File: src/design/djc_pkg.sv
// ----------------------------------------------------------------------------
// djc_pkg
// Types and fixed-point constants shared by the disparity colormap block.
// ----------------------------------------------------------------------------
`default_nettype none

package djc_pkg;

  typedef struct packed {
    logic signed [19:0] disparity;
    logic               unknown;
  } pixel_t;

  typedef struct packed {
    logic [7:0] red;
    logic [7:0] green;
    logic [7:0] blue;
  } rgb_t;

  // configuration register indexes
  localparam logic [1:0] CfgOffset = 2'd0;
  localparam logic [1:0] CfgGain   = 2'd1;
  localparam logic [1:0] CfgJet    = 2'd2;

  // scaled value 1.0 in q.20
  localparam logic [44:0] OneQ20 = 45'd1048576;

  // clamped ends of the mapping, q.16
  localparam logic [16:0] XLow  = 17'd3704;
  localparam logic [16:0] XHigh = 17'd66391;

  // x = (50*v + NumBias) / 920, done as a reciprocal multiply
  localparam logic [25:0] NumBias    = 26'd6029772;
  localparam logic [25:0] NumGain    = 26'd50;
  localparam logic [51:0] Recip920   = 52'd37347542;
  localparam int          RecipShift = 35;

  // channel centers, q.16
  localparam logic [16:0] CenterRed   = 17'd49152;
  localparam logic [16:0] CenterGreen = 17'd32768;
  localparam logic [16:0] CenterBlue  = 17'd16384;

  // 1.5 in q.16
  localparam logic signed [19:0] TPeak = 20'sd98304;

endpackage

`default_nettype wire

File: src/design/djc_chan.sv
// ----------------------------------------------------------------------------
// djc_chan
// One color channel: triangle 1.5-4|x-c|, scale by 255, round and clamp.
// Two register stages.
// ----------------------------------------------------------------------------
`default_nettype none

module djc_chan (
  input  wire logic        clk,
  input  wire logic [16:0] x,
  input  wire logic [16:0] center,
  input  wire logic        blank,
  output logic      [7:0]  chan
);
  import djc_pkg::*;

  logic [16:0]        delta;
  logic signed [19:0] tri_val;
  logic [16:0]        tpos_nxt;
  logic [16:0]        tpos_r;
  logic [24:0]        prod;
  logic [25:0]        rounded;
  logic [8:0]         quant;
  logic [7:0]         chan_nxt;
  logic [7:0]         chan_r;

  always_comb begin
    delta   = (x >= center) ? (x - center) : (center - x);
    tri_val = TPeak - $signed({1'b0, delta, 2'b00});
    // a zero triangle value rounds to zero, which also serves for black
    if (blank || tri_val[19] || (tri_val == 20'sd0)) begin
      tpos_nxt = 17'd0;
    end else begin
      tpos_nxt = tri_val[16:0];
    end
  end

  always_ff @(posedge clk) begin
    tpos_r <= tpos_nxt;
  end

  always_comb begin
    prod    = {tpos_r, 8'd0} - {8'd0, tpos_r};
    rounded = {1'b0, prod} + 26'd32768;
    quant   = rounded[24:16];
    chan_nxt = quant[8] ? 8'd255 : quant[7:0];
  end

  always_ff @(posedge clk) begin
    chan_r <= chan_nxt;
  end

  assign chan = chan_r;

endmodule

`default_nettype wire

File: config.mk
export PLATFORM = sky130hd
export DESIGN_NAME = djc_chan
export DESIGN_NICKNAME = d
export VERILOG_FILES = /design/src/design/djc_pkg.sv /design/src/design/djc_chan.sv
export SDC_FILE = /design/constraint.sdc
export NUM_CORES = 1
export LEC_CHECK = 0
export ABC_AREA = 0
export BUFFER_PORTS_ARGS = -buffer_cell sky130_fd_sc_hd__buf_2
export CORE_UTILIZATION = 45
export DETAILED_ROUTE_END_ITERATION = 12
export PLACE_DENSITY = 0.76
export SLEW_MARGIN = 30
export SYNTH_ARGS = -nofsm -noshare
export SYNTH_HDL_FRONTEND = slang
export SYNTH_SLANG_ARGS = --single-unit
File: constraint.sdc
create_clock -name clk -period 5.2 [get_ports clk]
set_input_delay 1.04 -clock clk [delete_from_list [all_inputs] [get_ports clk]]
set_output_delay 1.04 -clock clk [all_outputs]
set_load 0.05 [all_outputs]
Word level (Yosys, flattened, before mapping)
Cells that the tools add are included.
- $add $sub $neg: 5
- multiply operators: 0
- divide/modulo/power cells: 0
- order comparisons: 1
- equal/unequal tests: 0
- shift operators: 0
- multiplexer cells: 1
- bitwise logic cells: 0
- reduce and logical (&&, ||, !) cells: 3
- operators by type and width (kind ; number):
    subtractor 17 bit ; 2
    adder 25 x 16 -> 25 bit (second input constant) ; 1
    subtractor 25 x 17 -> 25 bit ; 1
    logical NOT 20 bit ; 1
    subtractor 17 x 19 -> 20 bit (first input constant) ; 1
    >= comparator 17 bit ; 1
    2-to-1 mux 17 bit ; 1
    logical OR 1 bit ; 2
- register bits: 25
- bits in latches: 0
- RAM bits: 0
- ROM bits: 0
- output and inout port bits: 8
- word-level logic and storage cells: 12
- memories kept: 0

Longest topological paths before layout
- depth after elaboration: 5
- gate-level depth with buffers: 21
- depth with buffers taken out: 18

Worst setup path after synthesis
Ideal clock, no wire load.
- path kind: input to register
- from: input x[7]
- to: register tpos_r[3]
- arrival: 5.246 ns
- data required time: 5.063 ns
- slack: -0.183 ns
- cell stages on the path: 20
- path buffers: 3
- cells stage by stage: inv_1 -> ha_1 -> buf_6 -> nand4_2 -> nor4_1 -> or3_4 -> a221o_1 -> buf_6 -> a21oi_2 -> buf_2 -> mux2i_1 -> ha_1 -> nor3b_1 -> o2111ai_1 -> a2bb2oi_1 -> or3_1 -> nor3_1 -> nand3b_1 -> a2111oi_1 -> nor3b_1
- longest elaborated chain between the ends: 5
- elaborated cells on any way between the ends: 8
- ends and longest elaborated chain (element ; line ; source):
    start, declared ; djc_chan.sv:10 ; input wire logic [16:0] x,
    subtractor 17 bit or >= comparator 17 bit (tied branches) ; djc_chan.sv:28 ; delta = (x >= center) ? (x - center) : (center - x);
    2-to-1 mux 17 bit (*) ; djc_chan.sv:28 ;
    subtractor 17 x 19 -> 20 bit (*) ; djc_chan.sv:29 ; tri_val = TPeak - $signed({1'b0, delta, 2'b00});
    logical NOT 20 bit or logical OR 1 bit (tied branches) ; djc_chan.sv:31 ; if (blank || tri_val[19] || (tri_val == 20'sd0)) begin
    logical OR 1 bit ; djc_chan.sv:31 ;
    end signal, assigned ; djc_chan.sv:39 ; tpos_r <= tpos_nxt;
    end, declared ; djc_chan.sv:20 ; logic [16:0] tpos_r;
Every way passes the cells marked *; elsewhere a longest branch is shown, timed or not.
A chain may end at the register's enable or synchronous reset.

Worst setup path after layout
- from: input x[1]
- to: register tpos_r[3]
The elaborated chain is that of the path after synthesis.

==> results.md <==
- Status: finished, final reports clean
- Violation count after the first detailed-routing iteration: 174
- Count of antenna-violating nets left after detailed routing: 0
- Pwr per Cell Area: 270 mW/mm^2
- Placed cell count: 656
- Cell leakage power: 1.96 nW
- Layout Skew: 0.000709 ns
- Buffer count from post-CTS setup fixing: 0
- Count of flip-flops with a built-in enable after synthesis: 0
- Sum of routed wire length over all layers: 9.21 mm
- Cells along the critical path: buf_2, inv_1, ha_1, nand4_1, nor4_1, or3_4, a221o_1, a21oi_2, mux2i_1, ha_1, nand2_1, nor2_1, o211a_1, a2bb2oi_1, or3_1, nor3_2, nand3b_1, a2111oi_2, nor3b_1
- Worst path arrival time: 5.04 ns
- Asr flop ratio synth: 0%
- DRC: 0
- Final weighted congestion in routability-driven placement: 0.913
- Distinct cell type count of the synthesized netlist: 77
- Startpoint-to-endpoint class of the critical path: in2reg
- Final setup violating endpoints: 0
- Vias in the first global route: 3521
- Setup Total Neg Slack: 0 ns
- Library cell appearing most often on the critical path: ha_1
- Final HPWL DP: 7.66 mm
- Starting utilization of the core area: 47.3%
- Routed vias: 3834
- Tot Pwr: 1.17 mW
- Combined global-route utilization of all metal layers: 21.0%
- IO Count: 44
- Final instance area: 0.00434 sq mm
- Die height: 95.6 microns
- TritonCTS clock tree: done
- Inserted Clock Buffers: 3
- CTS sink count: 23
- Slowest-stage cell, CP: a2111oi_2
- DRT Pass-1 Iters: 5
- Synthesis warning total: 0
- Cell class contributing the biggest share of worst-path delay: simple AND/OR/NAND/NOR gates
- Worst Setup End Kind: flip-flop
- Die width: 95.6 microns
- Kind of launch point of the worst setup path: input pin
- Worst vdd rail ir drop: 147 uV
- Placed Instance Area: 0.00429 sq mm
- Main flop type after synthesis: dfxtp_1
- Synthesized area per cell: 7.76 sq um
- Unrepaired setup endpoints after global routing: no
- Final cell count without fillers: 660
- Upper clock frequency limit: 205 MHz
- CTS HTree Levels: 1
- Delay of the slowest critical-path stage: 0.44 ns
- Highest fanout seen on the critical path: 3
- Area grow syn2layout: 10.1%
- First-pass GRT wire length: 15.5 mm
- Slew at the pin with the worst max-slew slack: 0.668 ns
- CTS hold repair buffers: 0
- Highest-count cells in the layout ignoring fill and taps: ha_1 (55), inv_1 (54), buf_2 (43)
- CTS max path bufs: 2
- Synth Instances: 508
- Grt total ovfl: 0
- DIE AREA: 0.00914 sq mm
- Ratio of routed vias to standard cells: 5.81
- Worst-skew pair later-pin latency: 0.27 ns
- Floorplan row count: 33
- Most common cell after layout, fill and taps aside: ha_1
- Portion of the post-synthesis area used by sequential elements: 11.7%
- Total count of hold-check failures in the final report: 0
- Nets in the synthesized netlist: 601
- Pins Over Slew Limit: 0
- Post-DR wirelength/cell: 14.0 microns
- Worst Path Buf+Inv: 2
- Clock period minus worst slack: 4.88 ns
- Root buf cell: clkbuf_8
- Cell area after technology mapping: 0.00394 sq mm
- Pin count of the biggest net entering global routing: 22
- Final layout net count: 649
- Core area: 0.00834 sq mm
- Antenna diode count: 0
- Worst slew margin relative to its limit: 54.9%
- Antenna violations before repair: 0
- Seq cells post-synth: 23
- Min-delay worst type: reg2reg
- Max Cap Viol: 0
- Final cycle utilization of the critical path: 93.9%
- Register clock-pin slew on the reported worst setup and hold paths: 0.08 ns
- Fraction of final layout cells sized beyond drive strength 1: 20.0%
- Port-buffer cells: 43
- Hold slack: 0.676 ns
- Req. time, crit path: 5.35 ns
[logic make-up after synthesis]
kind of cell / after synthesis / share of synthesized area [%]
buffers and inverters: 78 / 9.84
XOR/XNOR: 33 / 7.33
AND/OR/NAND/NOR: 153 / 22.7
AO/OA/AOI/OAI: 156 / 27.9
adder cells (fa/ha/maj): 57 / 18.5
flip-flops: 23 / 11.7
multiplexers: 8 / 2.06
[layer usage]
| layer | global-route usage [%] | vias to the layer above | wire length, microns |
|---|---|---|---|
| li1 | - | 1922 | - |
| met1 | 25.4 | 1779 | 4000 |
| met2 | 37.0 | 105 | 4580 |
| met3 | 1.67 | 28 | 308 |
| met4 | 10.2 | 0 | 319 |
| met5 | 0 | - | 0 |
[cells in the mapped netlist, types with 5 or more instances]
cell type / count / area (sq um)
a211oi_1: 9 / 67.6
a21o_1: 10 / 75.1
a21oi_1: 40 / 200
a31oi_1: 5 / 31.3
and2_1: 5 / 31.3
buf_2: 9 / 45.0
buf_6: 8 / 90.1
dfxtp_1: 23 / 460
ha_1: 55 / 688
inv_1: 54 / 203
mux2i_1: 7 / 70.1
nand2_1: 29 / 109
nand2b_1: 8 / 50.1
nand3_1: 10 / 50.1
nand4_1: 7 / 43.8
nor2_1: 29 / 109
nor2_4: 6 / 67.6
nor2b_1: 7 / 43.8
nor3_1: 9 / 45.0
nor3b_1: 6 / 45.0
nor4_1: 7 / 43.8
o211ai_1: 8 / 60.1
o21a_1: 6 / 45.0
o21ai_0: 30 / 150
xnor2_1: 23 / 201
xor2_1: 10 / 87.6
[registers in the layout, indices dropped and copies added (netlist names)]
name,count
chan,8
tpos_r,15
[power breakdown]
part / internal (mW) / switching [mW] / total [mW]
clock network: 0.0536 / 0.0578 / 0.111
registers: 0.224 / 0.0140 / 0.238
logic: 0.304 / 0.517 / 0.821
total: 0.582 / 0.589 / 1.17
[worst register-to-register path, delay by kind of cell, from the launching register on]
kind | cells | cell delay, ns
xor gates and xnor gates | 1 | 0.28
and+or+nand+nor | 1 | 0.13
buffers and inverters | 1 | 0.07
DFF | 1 | 0.36
adders and majority gates | 2 | 0.58
AOI/OAI and AO/OA | 8 | 2.13
[what timing repair did]
| action | in CTS | in global routing |
|---|---|---|
| endpoints found under the hold margin | 0 | 0 |
| setup endpoints to repair | 0 | 2 |
| gates resized for setup | 0 | 1 |
[final timing paths]
check / start / end / slack, ns / cells past startpoint
worst max register to register: tpos_r[11] / chan[5] / 1.52 / 13
worst max-delay path: x[1] / tpos_r[3] / 0.32 / 19
worst min register to register: tpos_r[16] / chan[7] / 0.68 / 3
worst min-delay path: tpos_r[16] / chan[7] / 0.68 / 3
[through the flow]
| stage | util [%] | worst slack, ns |
|---|---|---|
| finish | 52.0 | 0.315 |
| global route | 52.0 | 0.0306 |
| CTS | 52.0 | 0.250 |
| detailed placement | 51.4 | -0.0332 |
| global placement | 51.4 | 0.237 |
| floorplan | - | 0.0301 |
[area by class of cell]
cell class | count | area (sq um)
multi-input combinational | 407 | 3110
clock inverter | 1 | 5.00
clock buffer | 3 | 41.3
timing repair buffer | 66 | 388
fill | 795 | 4000
sequential | 23 | 460
tap | 105 | 131
inverter | 55 | 206
Note: power is estimated with default switching activity, not from simulation.
